==> src/hw/rtl/rdpg_pkg.sv <==
`timescale 1ns / 1ps

package rdpg_pkg;

  // field and register widths
  localparam int PIX_W      = 16;
  localparam int CENTER_W   = 20;
  localparam int RADIUS_W   = 19;
  localparam int R2_W       = 2 * RADIUS_W;
  localparam int GAIN_W     = 17;
  localparam int CHAN_W     = 16;
  localparam int CHANS      = 4;
  localparam int QUOT_W     = CHAN_W;
  localparam int NUM_W      = R2_W + QUOT_W;
  localparam int SHALLOW_W  = 8;
  localparam int CFG_IDX_W  = 3;
  localparam int CFG_DATA_W = CENTER_W;

  // depth maxima, written as (x << n) - x for the numerator scaling
  localparam logic [CHAN_W-1:0] MAX_SHALLOW = 16'd255;
  localparam logic [CHAN_W-1:0] MAX_DEEP    = 16'd65535;

  localparam logic [GAIN_W-1:0] GAIN_UNITY = 17'h10000;

  // register indexes
  localparam logic [CFG_IDX_W-1:0] REG_CENTER_X   = 3'd0;
  localparam logic [CFG_IDX_W-1:0] REG_CENTER_Y   = 3'd1;
  localparam logic [CFG_IDX_W-1:0] REG_RADIUS     = 3'd2;
  localparam logic [CFG_IDX_W-1:0] REG_GAIN_RED   = 3'd3;
  localparam logic [CFG_IDX_W-1:0] REG_GAIN_GREEN = 3'd4;
  localparam logic [CFG_IDX_W-1:0] REG_GAIN_BLUE  = 3'd5;
  localparam logic [CFG_IDX_W-1:0] REG_GAIN_ALPHA = 3'd6;
  localparam logic [CFG_IDX_W-1:0] REG_DEPTH_MODE = 3'd7;

  // settings seen by the datapath
  typedef struct packed {
    logic signed [CENTER_W-1:0]        center_x;
    logic signed [CENTER_W-1:0]        center_y;
    logic [R2_W-1:0]                   r2;
    logic [CHANS-1:0][GAIN_W-1:0]      gain;
    logic                              depth_mode;
  } rdpg_cfg_t;

endpackage

==> src/hw/rtl/rdpg_gain.sv <==
`timescale 1ns / 1ps

module rdpg_gain
  import rdpg_pkg::*;
#(
  parameter int FRAC_BITS = 16
) (
  input  logic                          clk,
  input  logic                          rst_n,
  input  logic                          ce,
  input  logic                          in_valid,
  input  logic [QUOT_W-1:0]             in_base,
  input  logic [CHANS-1:0][GAIN_W-1:0]  gain,
  input  logic                          depth_mode,
  output logic                          out_valid,
  output logic [CHANS-1:0][CHAN_W-1:0]  out_chan
);

  localparam int ProdW = QUOT_W + GAIN_W;

  logic                          prod_valid_r;
  logic [ProdW-1:0]              prod_r [0:CHANS-1];
  logic [ProdW-1:0]              scaled [0:CHANS-1];
  logic [CHAN_W-1:0]             maxv;
  logic [CHANS-1:0][CHAN_W-1:0]  sat;
  logic                          out_valid_r;
  logic [CHANS-1:0][CHAN_W-1:0]  out_chan_r;

  // drop the fraction and clamp at the depth maximum
  assign maxv = depth_mode ? MAX_DEEP : MAX_SHALLOW;

  always_comb begin
    for (int c = 0; c < CHANS; c++) begin
      scaled[c] = prod_r[c] >> FRAC_BITS;
      sat[c]    = (scaled[c] > ProdW'(maxv)) ? maxv : scaled[c][CHAN_W-1:0];
    end
  end

  // valid bits
  always_ff @(posedge clk) begin
    if (!rst_n) begin
      prod_valid_r <= 1'b0;
      out_valid_r  <= 1'b0;
    end else if (ce) begin
      prod_valid_r <= in_valid;
      out_valid_r  <= prod_valid_r;
    end
  end

  // per-channel gain multiply, then output register
  always_ff @(posedge clk) begin
    if (ce) begin
      for (int c = 0; c < CHANS; c++) begin
        prod_r[c] <= ProdW'(in_base) * ProdW'(gain[c]);
      end
      out_chan_r <= sat;
    end
  end

  assign out_valid = out_valid_r;
  assign out_chan  = out_chan_r;

  // 8-bit mode never produces a value above 255
  assert property (@(posedge clk) disable iff (!rst_n)
    (ce && prod_valid_r && !depth_mode) |=>
      (out_chan_r[0][CHAN_W-1:SHALLOW_W] == '0) &&
      (out_chan_r[1][CHAN_W-1:SHALLOW_W] == '0) &&
      (out_chan_r[2][CHAN_W-1:SHALLOW_W] == '0) &&
      (out_chan_r[3][CHAN_W-1:SHALLOW_W] == '0))
    else $error("8-bit channel value out of range");

  // a held result keeps its value
  assert property (@(posedge clk) disable iff (!rst_n)
    (out_valid_r && !ce) |=> (out_valid_r && $stable(out_chan_r)))
    else $error("held result changed");

endmodule

==> config.mk <==
export PLATFORM = sky130hd
export DESIGN_NAME = rdpg_gain
export DESIGN_NICKNAME = d
export VERILOG_FILES = /design/src/hw/rtl/rdpg_pkg.sv /design/src/hw/rtl/rdpg_gain.sv
export SDC_FILE = /design/constraint.sdc
export NUM_CORES = 2
export LEC_CHECK = 0
export ABC_AREA = 1
export BUFFER_PORTS_ARGS = -buffer_cell sky130_fd_sc_hd__buf_2
export CORE_UTILIZATION = 30
export CTS_CLUSTER_DIAMETER = 50
export CTS_CLUSTER_SIZE = 28
export DETAILED_ROUTE_END_ITERATION = 16
export SLEW_MARGIN = 5
export SYNTH_ARGS = -nofsm -noshare
export SYNTH_HDL_FRONTEND = slang
export SYNTH_SLANG_ARGS = --single-unit
export TNS_END_PERCENT = 10
==> constraint.sdc <==
create_clock -name clk -period 6.65 [get_ports clk]
set_input_delay 0 -clock clk [delete_from_list [all_inputs] [get_ports clk]]
set_output_delay 0 -clock clk [all_outputs]
set_load 0.01 [all_outputs]
==> impl_metrics.csv <==
group,metric,value,unit
clock_tree,numCtsBuffers,17,
finish,layout-drive-gt1-share,4.08,%
place,gp_congestion,0.866,
sta,rsz0062_at_grt,"false",
yosys,seq_area_frac_synth,9.28,%
drt,finalWirelength,115,mm
clock_tree,clk_latency,530,ps
yosys,synth_seq_cells,134,
critical_path,worst-r2r-setup-slack,4510,ps
place,pre_cts_slack,552,ps
yosys,ys_warn_count,0,
critical_path,crit_path_start_kind,"input port",
yosys,postSynthAreaPerCell,7.57,um^2
place,placed_cell_area,45700,um^2
drt,avgRoutedWirePerCell,15.2,um
finish,final_cells,7555,
sta,slew_headroom,17.4,%
yosys,synthesis.nets,7054,
sta,setup-tns-final,0,ps
critical_path,arrival,5880,ps
clock_tree,cts.sinks,134,
clock_tree,clockBufferDepth,2,
drt,routed_via_density,4.51,
global_routing,antenna_found_initial,7,
yosys,netlist_instances,5697,
finish,syn_to_final_growth,7.35,%
clock_tree,cts_tree,"built",
floorplanning,die_width,381,um
sta,setup_viol,0,
sta,fin_crit,5610,ps
drt,drc,0,
sta,hold_violations,0,
place,post-place-cells,7514,
critical_path,worstPathRequired,6920,ps
floorplanning,fp.coreArea,142000,um^2
sta,setup_ws,1040,ps
floorplanning,num_rows,138,
floorplanning,die-area,145000,um^2
yosys,synth_cell_types,33,
clock_tree,clk_pin_slew,60,ps
clock_tree,cts_setup_buffers,0,
floorplanning,dieHeight,381,um
clock_tree,h-tree-depth,4,
yosys,synth.cell_area,43100,um^2
sta,fin_skew,17.5,ps
clock_tree,root_buffer,"clkbuf_16",
drt,drt_iter0_drc,1812,
drt,ant_nets,0,
global_routing,grt_pass1_wl,192,mm
place,numPortBuffers,153,
critical_path,worstSetupEndpointType,"register",
critical_path,path_max_fanout,27,
global_routing,grt_max_degree,70,
sta,slew_violations,0,
worst_hold_path,hp-class,"input port to register",
place,dp_hpwl,92.8,mm
global_routing,grt_pass1_vias,36721,
floorplanning,io_pins,154,
sta,worst-slew-pin-transition,1240,ps
drt,dr.pass1.iters,6,
finish,nets,7003,
run_status,status,"finished, final reports clean",
job,timing.max_cap.violations,0,
global_routing,grt_overflow_total,0,
sta,min_period_over_period,84.4,%
floorplanning,initial_core_util,30.4,%
critical_path,crit_type,"input port to register",
global_routing,grtUsageTotal,16.5,%
drt,routed-via-count,34105,
sta,fmax,178,MHz
finish,final_cell_area,46300,um^2
==> cells in the mapped netlist, drive strengths merged <==
cell type,number,area [um^2]
nor2,212,813
nand3b,7,52.6
nand4,21,131
nand3,105,526
xor2,16,140
inv,1633,6130
o21bai,8,60.1
a21oi,154,771
clkbuf,234,878
edfxtp,132,3960
a21o,15,113
o211ai,2,15.0
dfxtp,2,40.0
nand2,1702,6410
ha,440,5510
nor3,39,195
a211oi,1,7.51
buf,24,115
a31oi,2,12.5
fa,828,16600
o21ai,94,482
o211a,1,10.0
xnor2,10,87.6
nor4,11,68.8
o21a,4,30.0
==> cell families (layout without fill, tap and decap cells) <==
logic type	Yosys count	in the layout	share of synthesized area (%)
AOI/OAI and AO/OA	281	281	3.48
xor gates and xnor gates	26	26	0.528
adders and majority gates	1268	1268	51.2
buffers and inverters	1891	1853	16.5
DFF	134	134	9.28
other	0	6	0
and+or+nand+nor	2097	2097	19.0
==> final cells by class <==
class | instances | area [um^2]
Antenna cell | 6 | 15.0
Clock buffer | 19 | 433
Clock inverter | 13 | 158
Fill cell | 15141 | 95800
Inverter | 1633 | 6130
Multi-Input combinational cell | 3672 | 32000
Sequential cell | 134 | 4000
Tap cell | 1890 | 2360
Timing Repair Buffer | 188 | 1190
==> worst max-delay path, cell delays in order <==
cell,delay [ps]
buf_2,670
buf_4,390
nand2_1,120
fa_1,560
inv_1,60
fa_1,460
fa_1,500
fa_1,510
fa_1,500
inv_1,60
fa_1,470
inv_1,40
ha_1,350
a21oi_1,260
o21ai_0,210
a21oi_1,280
nor2_1,90
nor2_1,140
nand2_1,60
nand2_1,50
nand2_1,60
==> routing by layer <==
layer / share of wire (%) / vias to the layer above / track usage, % / routed length, um
met5: 0.053 / - / 0 / 61
met4: 1.8 / 8 / 4.07 / 2110
met3: 5.4 / 117 / 2.83 / 6140
met2: 49 / 797 / 28.4 / 55700
li1: - / 16246 / - / -
met1: 44 / 16937 / 21.3 / 50500
==> final timing paths <==
path                            cells after the start     startpoint             to
worst min-delay path                                1             ce   out_chan[16]
worst max register to register                     10  prod_r[3][28]   out_chan[60]
worst min register to register                      2   prod_valid_r      out_valid
worst max-delay path                               21     in_base[4]  prod_r[0][28]
==> cell usage in the layout (no fill, tap or decap), types with 3 or more instances in the layout <==
cell type	n
buf_2	152
nand4_1	21
a21o_1	15
o21ai_2	3
nor2_2	4
dlygate4sd3_1	3
nor2_1	207
nand3_1	105
xnor2_1	10
edfxtp_1	132
nor3_1	39
clkinv_4	3
nand2_1	1694
o21bai_1	8
xor2_1	16
ha_1	440
clkbuf_16	17
o21ai_1	3
diode_2	6
nand2_2	8
a21oi_1	154
nand3b_1	7
buf_12	12
bufinv_16	3
o21ai_0	88
buf_4	20
clkinvlp_4	3
nor4_1	11
clkinv_2	3
fa_1	828
inv_1	1632
o21a_1	4
==> registers in the layout, indices dropped and copies added, names as in the netlist <==
name and count:
out_valid 1, prod_r 68, prod_valid_r 1, out_chan 64
==> through the flow <==
stage / util, % / hold slack [ps]
floorplan: - / 112
global placement: 32.1 / 237
detailed placement: 32.1 / 239
CTS: 32.6 / 39.9
global route: 32.6 / 71.2
finish: 32.6 / 60.7
==> repair_timing <==
item,4_1_cts,5_1_grt
hold buffers,3,0
resized for setup,0,0
setup endpoints to repair,0,0
endpoints found under the hold margin,2,0
Power is not shown: default switching activity piles up to over one toggle a cycle in this logic, so the estimate is an artifact.
