<file path="config.mk">
export PLATFORM = sky130hd
export DESIGN_NAME = rdpg_div
export DESIGN_NICKNAME = d
export VERILOG_FILES = /design/src/hw/rtl/rdpg_pkg.sv /design/src/hw/rtl/rdpg_div.sv
export SDC_FILE = /design/constraint.sdc
export NUM_CORES = 2
export LEC_CHECK = 0
export ABC_AREA = 1
export BUFFER_PORTS_ARGS = -buffer_cell sky130_fd_sc_hd__buf_4
export CORE_MARGIN = 1.5
export CORE_UTILIZATION = 35
export DETAILED_ROUTE_END_ITERATION = 8
export GPL_ROUTABILITY_DRIVEN = 0
export PLACE_DENSITY_LB_ADDON = 0.1
export SETUP_SLACK_MARGIN = 0.4
export SYNTH_ARGS = -nofsm -noshare
export SYNTH_HDL_FRONTEND = slang
export SYNTH_SLANG_ARGS = --single-unit
</file>
<file path="constraint.sdc">
create_clock -name clk -period 4 [get_ports clk]
set_input_delay 0.4 -clock clk [delete_from_list [all_inputs] [get_ports clk]]
set_output_delay 0.4 -clock clk [all_outputs]
set_load 0.01 [all_outputs]
</file>
<file path="src/hw/rtl/rdpg_pkg.sv">
`timescale 1ns / 1ps

package rdpg_pkg;

  // field and register widths
  localparam int PIX_W      = 16;
  localparam int CENTER_W   = 20;
  localparam int RADIUS_W   = 19;
  localparam int R2_W       = 2 * RADIUS_W;
  localparam int GAIN_W     = 17;
  localparam int CHAN_W     = 16;
  localparam int CHANS      = 4;
  localparam int QUOT_W     = CHAN_W;
  localparam int NUM_W      = R2_W + QUOT_W;
  localparam int SHALLOW_W  = 8;
  localparam int CFG_IDX_W  = 3;
  localparam int CFG_DATA_W = CENTER_W;

  // depth maxima, written as (x << n) - x for the numerator scaling
  localparam logic [CHAN_W-1:0] MAX_SHALLOW = 16'd255;
  localparam logic [CHAN_W-1:0] MAX_DEEP    = 16'd65535;

  localparam logic [GAIN_W-1:0] GAIN_UNITY = 17'h10000;

  // register indexes
  localparam logic [CFG_IDX_W-1:0] REG_CENTER_X   = 3'd0;
  localparam logic [CFG_IDX_W-1:0] REG_CENTER_Y   = 3'd1;
  localparam logic [CFG_IDX_W-1:0] REG_RADIUS     = 3'd2;
  localparam logic [CFG_IDX_W-1:0] REG_GAIN_RED   = 3'd3;
  localparam logic [CFG_IDX_W-1:0] REG_GAIN_GREEN = 3'd4;
  localparam logic [CFG_IDX_W-1:0] REG_GAIN_BLUE  = 3'd5;
  localparam logic [CFG_IDX_W-1:0] REG_GAIN_ALPHA = 3'd6;
  localparam logic [CFG_IDX_W-1:0] REG_DEPTH_MODE = 3'd7;

  // settings seen by the datapath
  typedef struct packed {
    logic signed [CENTER_W-1:0]        center_x;
    logic signed [CENTER_W-1:0]        center_y;
    logic [R2_W-1:0]                   r2;
    logic [CHANS-1:0][GAIN_W-1:0]      gain;
    logic                              depth_mode;
  } rdpg_cfg_t;

endpackage

</file>
<file path="src/hw/rtl/rdpg_div.sv">
`timescale 1ns / 1ps

module rdpg_div
  import rdpg_pkg::*;
(
  input  logic               clk,
  input  logic               rst_n,
  input  logic               ce,
  input  logic               in_valid,
  input  logic               in_inside,
  input  logic [R2_W-1:0]    in_diff,
  input  logic [R2_W-1:0]    r2,
  input  logic               depth_mode,
  output logic               out_valid,
  output logic [QUOT_W-1:0]  out_base
);

  logic [NUM_W-1:0]   num;
  logic [QUOT_W:0]    valid_r;
  logic [QUOT_W:0]    inside_r;
  logic [R2_W-1:0]    rem_r  [0:QUOT_W];
  logic [QUOT_W-1:0]  word_r [0:QUOT_W];
  logic [R2_W:0]      shifted [0:QUOT_W-1];
  logic [R2_W+1:0]    trial   [0:QUOT_W-1];
  logic [QUOT_W-1:0]  take;

  // margin times the depth maximum, by shift and subtract
  always_comb begin
    if (depth_mode) begin
      num = (NUM_W'(in_diff) << CHAN_W) - NUM_W'(in_diff);
    end else begin
      num = (NUM_W'(in_diff) << SHALLOW_W) - NUM_W'(in_diff);
    end
  end

  // one restoring step per stage: shift in a numerator bit, try r2
  always_comb begin
    for (int k = 0; k < QUOT_W; k++) begin
      shifted[k] = {rem_r[k], word_r[k][QUOT_W-1]};
      trial[k]   = {1'b0, shifted[k]} - {2'b00, r2};
      take[k]    = !trial[k][R2_W+1];
    end
  end

  // valid bits
  always_ff @(posedge clk) begin
    if (!rst_n) begin
      valid_r <= '0;
    end else if (ce) begin
      valid_r <= {valid_r[QUOT_W-1:0], in_valid};
    end
  end

  // divider stages; word carries numerator bits out and quotient bits in
  always_ff @(posedge clk) begin
    if (ce) begin
      inside_r  <= {inside_r[QUOT_W-1:0], in_inside};
      rem_r[0]  <= num[NUM_W-1:QUOT_W];
      word_r[0] <= num[QUOT_W-1:0];
      for (int k = 0; k < QUOT_W; k++) begin
        rem_r[k+1]  <= take[k] ? trial[k][R2_W-1:0] : shifted[k][R2_W-1:0];
        word_r[k+1] <= {word_r[k][QUOT_W-2:0], take[k]};
      end
    end
  end

  assign out_valid = valid_r[QUOT_W];
  assign out_base  = inside_r[QUOT_W] ? word_r[QUOT_W] : '0;

  // a stall freezes every stage
  assert property (@(posedge clk) disable iff (!rst_n)
    !ce |=> (valid_r == $past(valid_r)))
    else $error("divider stages moved during stall");

endmodule

</file>
==> summary.txt <==
Clocking
  – Hold Buf Count CTS: 8
  – Setup bufs post-CTS: 0
  – Clock insertion delay at the later pin of the skew report: 0.79 ns
  – # resized after CTS: 0
  – Clock sink count: 914
  – CTS Root Cell: clkbuf_16
  – Clock Tree Buf Depth: 3
  – CTS tree: done
  – Total CTS buffers: 114
  – CTS H-tree depth: 3
  – CTS clk-pin slew, worst paths: 0.06 ns

Critical path
  – Setup crit end: rem_r[0][91]$_DFFE_PP_
  – Worst EP required: 4.49 ns
  – Crit path kind: reg2reg
  – Flop2flop setup slack: 1.04 ns
  – Reg-to-Reg End: rem_r[0][91]$_DFFE_PP_
  – Startpoint Class: flop
  – CP Launch Point: rem_r[0][63]$_DFFE_PP_
  – R2R depth: 9
  – CP Capture Type: flop
  – CP arrival: 3.46 ns
  – Maximum fanout along the worst path: 59
  – FF-to-FF Start: rem_r[0][63]$_DFFE_PP_

Placement
  – Setup WS pre-CTS: 0.479 ns
  – Dpl cells: 15900
  – DP Wirelength: 263 mm
  – Port Buf Inserts: 98

Run status
  – Status: finished, final reports clean

Floorplan
  – Initial Util: 35.3%
  – Std-Cell Rows: 178
  – Die Ht: 491 um
  – Die ar.: 241000 um2
  – Die width: 491 um
  – Core box area: 236000 um2
  – I/O pin count: 99

Synth
  – Main synth FF type: edfxtp_1
  – Avg Inst Size Synth: 6.57 um2
  – Synth Cell Area: 83300 um2
  – Mapped Cells: 12700
  – Sequential element share of the synthesized area: 32.8%
  – Synthesis-stage register bit count: 914
  – Post-synth ARST share: 0%
  – Syn Nets: 13400
  – Ys Warns: 0
  – Synth cell types: 38
  – Post-synth EDFFs: 897

Global route
  – Vias in the first global route: 76900
  – Met1 GRT Util: 35.8%
  – Largest net degree at the start of global routing: 96
  – GRT busiest layer: met2
  – Global-route wire length before repair: 480 mm
  – Met3 Use GR: 3.15%
  – Grt ovf: 0
  – All-Layer GR Usage: 26.3%
  – Met2 usage: 41.7%
  – Initial antenna violation count: 8

STA
  – Hold Fails Final Rpt: 0
  – Fin worst setup slack: 1.04 ns
  – # setup viols final: 0
  – TNS Setup: 0 ns
  – Final Slew Violations: 0
  – Least-Margin Pin Slew: 0.973 ns
  – RSZ-0062 raised after global routing: no
  – Minimum clock period: 2.96 ns
  – Post-Route Skew: 0.0644 ns
  – Max-slew headroom: 34.7%
  – Hold slack: 0.0907 ns
  – Crit share post-route: 74.1%
  – Fmax: 337 MHz

Job
  – Max_cap viols: 0

Power and ir drop
  – PD cells: 751 nW/um2
  – Peak VDD IR: 424 uV
  – Static Leak: 46.7 nW

Cells and area
  – Final Non-Filler Cells: 16200
  – Post-layout util: 39.3%
  – Storage cell area: 27300 um2
  – Final net count: 13700
  – Most common cell after layout, fill and taps aside: nand2_1
  – Most frequent cells in the layout: 5111 x nand2_1, 1812 x inv_1, 1299 x nor2_1
  – Fillers: 25200
  – Multi-input gate area in the final layout: 48300 um2
  – Share of layout cells above drive strength 1: 4.76%
  – Synthesis-to-finish area growth: 11.4%

Detailed routing
  – Post-route ant nets: 0
  – Drt pass-1 iters: 7
  – Initial DRC count: 7979
  – WL final: 328 mm
  – Via Count: 82600
  – Vias per cell: 5.11
  – DRC Markers: 0
  – DR WL/cell: 20.3 um

Hold path
  – HP Class: in2reg
  – Hold_sp: in_diff[34]
  – Hold depth: 4
[worst max-delay path: stages, from the launching register on]
cell	delay, ns
edfxtp_1	0.50
ha_1	0.40
a21oi_1	0.29
o21ai_0	0.18
nand2_1	0.11
a21oi_1	0.06
nor2_1	0.17
nand2_4	0.20
inv_4	0.50
o21ai_0	0.22
[stage by stage]
| stage | total power [mW] | area (um2) |
|---|---|---|
| 4_1_cts | 69.5 | 92700 |
| 3_5_place_dp | 58.7 | 88900 |
| 5_1_grt | 75.2 | 92700 |
| 2_1_floorplan | 45.6 | 83300 |
| 6_report | 69.6 | 92700 |
| 3_3_place_gp | 58.7 | 88900 |
[worst min path at each step]
stage	slack, ns	endpoint
2_1_floorplan	0.40	inside_r[10]$_DFFE_PP_
3_3_place_gp	0.40	inside_r[15]$_DFFE_PP_
3_5_place_dp	0.40	inside_r[15]$_DFFE_PP_
4_1_cts	0.01	rem_r[0][26]$_DFFE_PP_
5_1_grt	0.07	rem_r[0][13]$_DFFE_PP_
6_report	0.09	rem_r[0][26]$_DFFE_PP_
[flip-flops by register name, indices dropped and copies added (netlist names)]
| signal | count |
|---|---|
| valid_r | 17 |
| inside_r | 17 |
| rem_r | 608 |
| word_r | 272 |
[logic make-up after synthesis]
logic type	Yosys count	synth area share [%]
xor+xnor	327	3.44
compound gates	1047	6.59
buf+inv	1987	9.26
flops	914	32.8
fa+ha+maj	675	10.3
simple gates	7728	37.7
[power breakdown]
part / switching [mW] / internal, mW / total (mW) / leakage (nW)
sequential: 3.51 / 15.7 / 19.2 / 8.95
combinational: 26.8 / 13.3 / 40.1 / 36.0
clock: 4.37 / 6.00 / 10.4 / 1.80
total: 34.6 / 35.0 / 69.6 / 46.7
[synth_stat cells (43+ instances only)]
cell	n	area share [%]
a21oi_1	506	3.0
nand2_1	5111	23
o21ai_1	43	0.26
edfxtp_1	897	32
buf_2	78	0.47
ha_1	660	9.9
nand4_1	87	0.65
nor2_1	1299	5.9
xor2_1	139	1.5
inv_1	1849	8.3
nand3_1	862	5.2
nand3b_1	102	0.92
nand2_2	103	0.77
o21bai_1	43	0.39
nor3_1	82	0.49
xnor2_1	188	2.0
o21ai_0	401	2.4
[routing by layer]
metal	share of wire [%]	up-vias	wire length (um)
met4	4.8	2	15600
met5	0.0049	-	16
met2	44	3060	144000
met1	44	38000	145000
met3	6.9	548	22700
li1	-	40900	-
[layout make-up]
class	count	area share, %
sequential	914	29.4
clock buffer	143	3.26
timing repair buffer	236	2.68
inverter	1867	7.57
clock inverter	68	0.753
antenna	6	0.0162
tap	3150	4.25
multi-input combinational	9777	52.1
Power figures use the tool's default switching activity.
