$ cat config.mk
export PLATFORM = sky130hd
export DESIGN_NAME = rdpg_dist
export DESIGN_NICKNAME = d
export VERILOG_FILES = /design/src/hw/rtl/rdpg_pkg.sv /design/src/hw/rtl/rdpg_dist.sv
export SDC_FILE = /design/constraint.sdc
export NUM_CORES = 2
export LEC_CHECK = 0
export BUFFER_PORTS_ARGS = -buffer_cell sky130_fd_sc_hd__buf_4
export CAP_MARGIN = 5
export CORE_ASPECT_RATIO = 1.75
export CORE_MARGIN = 5
export CORE_UTILIZATION = 45
export CTS_CLUSTER_DIAMETER = 80
export DETAILED_ROUTE_END_ITERATION = 7
export GPL_TIMING_DRIVEN = 0
export PLACE_DENSITY = 0.66
export SLEW_MARGIN = 10
export SYNTH_ARGS = -nofsm -noshare
export SYNTH_HDL_FRONTEND = slang
export SYNTH_SLANG_ARGS = --single-unit
$ cat constraint.sdc
create_clock -name clk -period 7.8 [get_ports clk]
set_clock_uncertainty 0.1 [all_clocks]
set_input_delay 0.78 -clock clk [delete_from_list [all_inputs] [get_ports clk]]
set_output_delay 0.78 -clock clk [all_outputs]
set_load 0.005 [all_outputs]
$ cat src/hw/rtl/rdpg_pkg.sv
`timescale 1ns / 1ps

package rdpg_pkg;

  // field and register widths
  localparam int PIX_W      = 16;
  localparam int CENTER_W   = 20;
  localparam int RADIUS_W   = 19;
  localparam int R2_W       = 2 * RADIUS_W;
  localparam int GAIN_W     = 17;
  localparam int CHAN_W     = 16;
  localparam int CHANS      = 4;
  localparam int QUOT_W     = CHAN_W;
  localparam int NUM_W      = R2_W + QUOT_W;
  localparam int SHALLOW_W  = 8;
  localparam int CFG_IDX_W  = 3;
  localparam int CFG_DATA_W = CENTER_W;

  // depth maxima, written as (x << n) - x for the numerator scaling
  localparam logic [CHAN_W-1:0] MAX_SHALLOW = 16'd255;
  localparam logic [CHAN_W-1:0] MAX_DEEP    = 16'd65535;

  localparam logic [GAIN_W-1:0] GAIN_UNITY = 17'h10000;

  // register indexes
  localparam logic [CFG_IDX_W-1:0] REG_CENTER_X   = 3'd0;
  localparam logic [CFG_IDX_W-1:0] REG_CENTER_Y   = 3'd1;
  localparam logic [CFG_IDX_W-1:0] REG_RADIUS     = 3'd2;
  localparam logic [CFG_IDX_W-1:0] REG_GAIN_RED   = 3'd3;
  localparam logic [CFG_IDX_W-1:0] REG_GAIN_GREEN = 3'd4;
  localparam logic [CFG_IDX_W-1:0] REG_GAIN_BLUE  = 3'd5;
  localparam logic [CFG_IDX_W-1:0] REG_GAIN_ALPHA = 3'd6;
  localparam logic [CFG_IDX_W-1:0] REG_DEPTH_MODE = 3'd7;

  // settings seen by the datapath
  typedef struct packed {
    logic signed [CENTER_W-1:0]        center_x;
    logic signed [CENTER_W-1:0]        center_y;
    logic [R2_W-1:0]                   r2;
    logic [CHANS-1:0][GAIN_W-1:0]      gain;
    logic                              depth_mode;
  } rdpg_cfg_t;

endpackage

$ cat src/hw/rtl/rdpg_dist.sv
`timescale 1ns / 1ps

module rdpg_dist
  import rdpg_pkg::*;
#(
  parameter int SUBPIXEL_BITS = 4
) (
  input  logic                     clk,
  input  logic                     rst_n,
  input  logic                     ce,
  input  logic                     in_valid,
  input  logic signed [PIX_W-1:0]  pixel_x,
  input  logic signed [PIX_W-1:0]  pixel_y,
  input  rdpg_cfg_t                cfg,
  output logic                     out_valid,
  output logic                     out_inside,
  output logic [R2_W-1:0]          out_diff
);

  localparam int PosW   = PIX_W + SUBPIXEL_BITS;
  localparam int DiffW  = ((PosW > CENTER_W) ? PosW : CENTER_W) + 1;
  localparam int SqW    = 2 * DiffW;
  localparam int D2W    = SqW + 1;
  localparam int CmpW   = ((D2W > R2_W) ? D2W : R2_W) + 1;
  localparam int Stages = 5;

  logic [Stages-1:0]        valid_r;
  logic signed [DiffW-1:0]  px_ext, py_ext, cx_ext, cy_ext;
  logic signed [DiffW-1:0]  dx_r, dy_r;
  logic [DiffW-1:0]         mx_r, my_r;
  logic [SqW-1:0]           sqx_r, sqy_r;
  logic [D2W-1:0]           d2_r;
  logic [CmpW-1:0]          gap;
  logic                     inside_r;
  logic [R2_W-1:0]          diff_r;

  // pixel position in subpixel units against the center
  assign px_ext = DiffW'(pixel_x) <<< SUBPIXEL_BITS;
  assign py_ext = DiffW'(pixel_y) <<< SUBPIXEL_BITS;
  assign cx_ext = DiffW'(cfg.center_x);
  assign cy_ext = DiffW'(cfg.center_y);

  // r2 - d2, positive only strictly inside the disc
  assign gap = CmpW'(cfg.r2) - CmpW'(d2_r);

  // valid bits
  always_ff @(posedge clk) begin
    if (!rst_n) begin
      valid_r <= '0;
    end else if (ce) begin
      valid_r <= {valid_r[Stages-2:0], in_valid};
    end
  end

  // offset, magnitude, square, sum, compare
  always_ff @(posedge clk) begin
    if (ce) begin
      dx_r     <= px_ext - cx_ext;
      dy_r     <= py_ext - cy_ext;
      mx_r     <= dx_r[DiffW-1] ? $unsigned(-dx_r) : $unsigned(dx_r);
      my_r     <= dy_r[DiffW-1] ? $unsigned(-dy_r) : $unsigned(dy_r);
      sqx_r    <= SqW'(mx_r) * SqW'(mx_r);
      sqy_r    <= SqW'(my_r) * SqW'(my_r);
      d2_r     <= D2W'(sqx_r) + D2W'(sqy_r);
      inside_r <= !gap[CmpW-1] && (gap != '0);
      diff_r   <= gap[R2_W-1:0];
    end
  end

  assign out_valid  = valid_r[Stages-1];
  assign out_inside = inside_r;
  assign out_diff   = diff_r;

  // a pixel inside the disc always leaves a nonzero margin
  assert property (@(posedge clk) disable iff (!rst_n)
    (valid_r[Stages-1] && inside_r) |-> (diff_r != '0))
    else $error("inside pixel with zero margin");

endmodule

==> flow_summary.toml <==
[route]
firstDrtPassIters = 5
antenna_left = 0
wl_per_cell_um = 18.1
vias = 28400
vias_per_cell = 5.22
wl_um = 98600
drc = 0
drtIter0Drc = 1356

[timing]
setup_violations = 0
layout_worst_path_cycle_share = 0.974
fmax_ghz = 0.132
post-route-min-period_ps = 7590
hold_viol = 0
setup_ws_ps = 206
timing.hold.ws_ps = 267
slew_viol_final = 0
max_slew.worst_pin.slew_ps = 921
slew_headroom = 0.381

[critical_path]
end_kind = "flop"
crit_top_cell = "fa_1"
cp-start-kind = "flop"
path_delay_family = "adder cells"
crit_buf_inv = 4
crit_chain = "clkbuf_2, nand2_1, fa_1, fa_1, fa_1, inv_1, fa_1, fa_1, fa_1, inv_1, fa_1, inv_1, ha_1, o21a_1, a2111oi_4, o211ai_1, o21ai_2, o211ai_1, a41oi_2, o21bai_1, a21oi_1, xnor2_1"
cp_max_fo = 10
reg2reg_slack_ps = 210
worstReg2RegEnd = "sqx_r[39]"
cpMaxStageDelayCell = "edfxtp_1"
cp_data_arrival_time_ps = 7830
path_class = "flop to flop"
rr_worst_depth = 22
r2r-start = "mx_r[6]"
cpPeakStageDelay_ps = 660
crit_required_ps = 8030

[final_layout]
multi_input_area_sq_um = 27900
layout-drive-gt1-share = 0.0910
final-seq-area_sq_um = 7550
n_fill_cell = 8080
finalNetCount = 5483
synthToLayoutAreaGrowth_pct = 11.1

[cts]
cts_tree = "built"
cts_num_sinks = 253
cts_buffer_depth = 3
clkTransAtPathRegs_ps = 60
holdBufCountCts = 0
clk_latency_ps = 610
cts_root_buf = "clkbuf_16"
h-tree-depth = 1
cts_made_buffers = 28

[hold_path]
hold_depth = 1
min-delay-start = "cfg[107]"
holdPathEnd = "dy_r[0]"
worstHoldPathType = "input port to flop"

[global_routing]
use_met3 = 0.0174
busiest_layer = "met2"
overflow = 0
grtUsageTotal = 0.214
antenna_found_initial = 0
grt_util_met1 = 0.223
met2_usage = 0.415
grt_pass1_vias = 30600
grt_first_pass_wirelength_um = 158000
grt_max_degree = 105

[synthesis]
seq_area_frac_synth = 0.192
syn-num-nets = 5250
synth_edf_count = 248
synth_top_area_share = 0.317
postSynthCellCount = 4023
synthFlopType = "edfxtp_1"
yosysUniqueCellTypes = 88
synthArstFlopShare = 0
synth.ff_latch_count = 253
synth_top_area_cell = "fa_1"
yosysWarnings = 0
syn_area_sq_um = 39200
netlist_top_cells_area = "fa_1, edfxtp_1, ha_1, inv_1, xnor2_1"
avgSynthCellArea_sq_um = 9.75

[floorplan]
coreArea_sq_um = 86600
die_h_um = 401
initial_utilization = 0.453
die_area_sq_um = 93400
die_w_um = 233
io_pins = 223
core.rowCount = 143

[placement]
dp_hpwl_um = 82700
port_buffers = 153
gp_congestion = 0.921
post-place-ws_ps = -1360

[flow_run]
max-cap-violations = 0

[status]
status = "finished, final reports clean"
## how the worst max path moves through the flow
| stage | startpoint | endpoint | cells after the start |
|---|---|---|---|
| after floorplan | my_r[8] | sqy_r[40] | 29 |
| after global placement | my_r[5] | sqy_r[40] | 29 |
| after detailed placement | my_r[5] | sqy_r[40] | 29 |
| after CTS | mx_r[20] | sqx_r[38] | 23 |
| after global routing | mx_r[3] | sqx_r[41] | 26 |
| final | mx_r[6] | sqx_r[39] | 22 |
## metrics by stage
step                 util  setup TNS [ps]  instances  area, sq um
floorplan               -               0       4023        39200
global placement    0.483          -14870       5336        41800
detailed placement  0.484          -15780       5338        41900
CTS                 0.498               0       5402        43200
global route        0.503           -72.2       5435        43600
finish              0.503               0       5437        43600
## flip-flops by register name, summed over array words and instances, names as in the netlist
| register | flops |
|---|---|
| d2_r | 43 |
| dx_r | 21 |
| dy_r | 21 |
| mx_r | 21 |
| my_r | 21 |
| out_diff | 38 |
| out_inside | 1 |
| sqx_r | 41 |
| sqy_r | 41 |
| valid_r | 5 |
## logic make-up (layout without fill, tap and decap cells)
family                     count (synthesis)  count (layout)  synth area share
AOI/OAI and AO/OA                        509             509            0.0871
xor gates and xnor gates                 204             204            0.0456
adders and majority gates               1044            1044             0.452
buffers and inverters                   1047            1299             0.101
DFF                                      253             253             0.192
muxes                                      9               9           0.00239
other                                      0               2                 0
and+or+nand+nor                          957             957             0.120
## cell type report
class	instances	share of cell area
buffer	100	0.0142
inverter	938	0.0809
timing repair buffer	212	0.0377
tap	1160	0.0333
sequential	253	0.173
clock inverter	19	0.00382
multi-input combinational	2723	0.640
clock buffer	30	0.0163
antenna	2	0.000115
## metal layers
layer | vias to the layer above | part of all wire
met3 | 295 | 0.040
met1 | 14000 | 0.34
met5 | - | 0
li1 | 13300 | -
met4 | 0 | 0.070
met2 | 745 | 0.55
## Yosys cell counts (all sizes together), types with 7 or more instances
cell type    n
ha         423
edfxtp     248
o41ai       11
a21boi       9
fa         621
or2         16
inv        938
nand4       29
o31ai       22
a211oi      23
nand3       32
nor2b       32
o21bai      15
a211o       11
o21ai       96
and2       179
xnor2      151
and4         7
buf         10
or3         27
xor2        53
nand2b      22
nand2      335
o211ai      17
nor4        10
a31oi       18
o21a        31
nor3        44
clkbuf      99
a21oi      137
a21o        56
and3        21
nor2       178
## timing repair
action	CTS	global route
endpoints found under the setup margin	35	15
pin swaps	6	12
gates resized for setup	95	68
buffers inserted	23	34
## placed cells by master (no fill, tap or decap), drive strengths merged, types with 137 or more instances in the layout
cell type and count:
buf 235, and2 179, edfxtp 248, ha 423
a21oi 137, nor2 178, fa 621, inv 940
xnor2 151, nand2 335
Power is not shown: default switching activity piles up to over one toggle a cycle in this logic, so the estimate is an artifact.
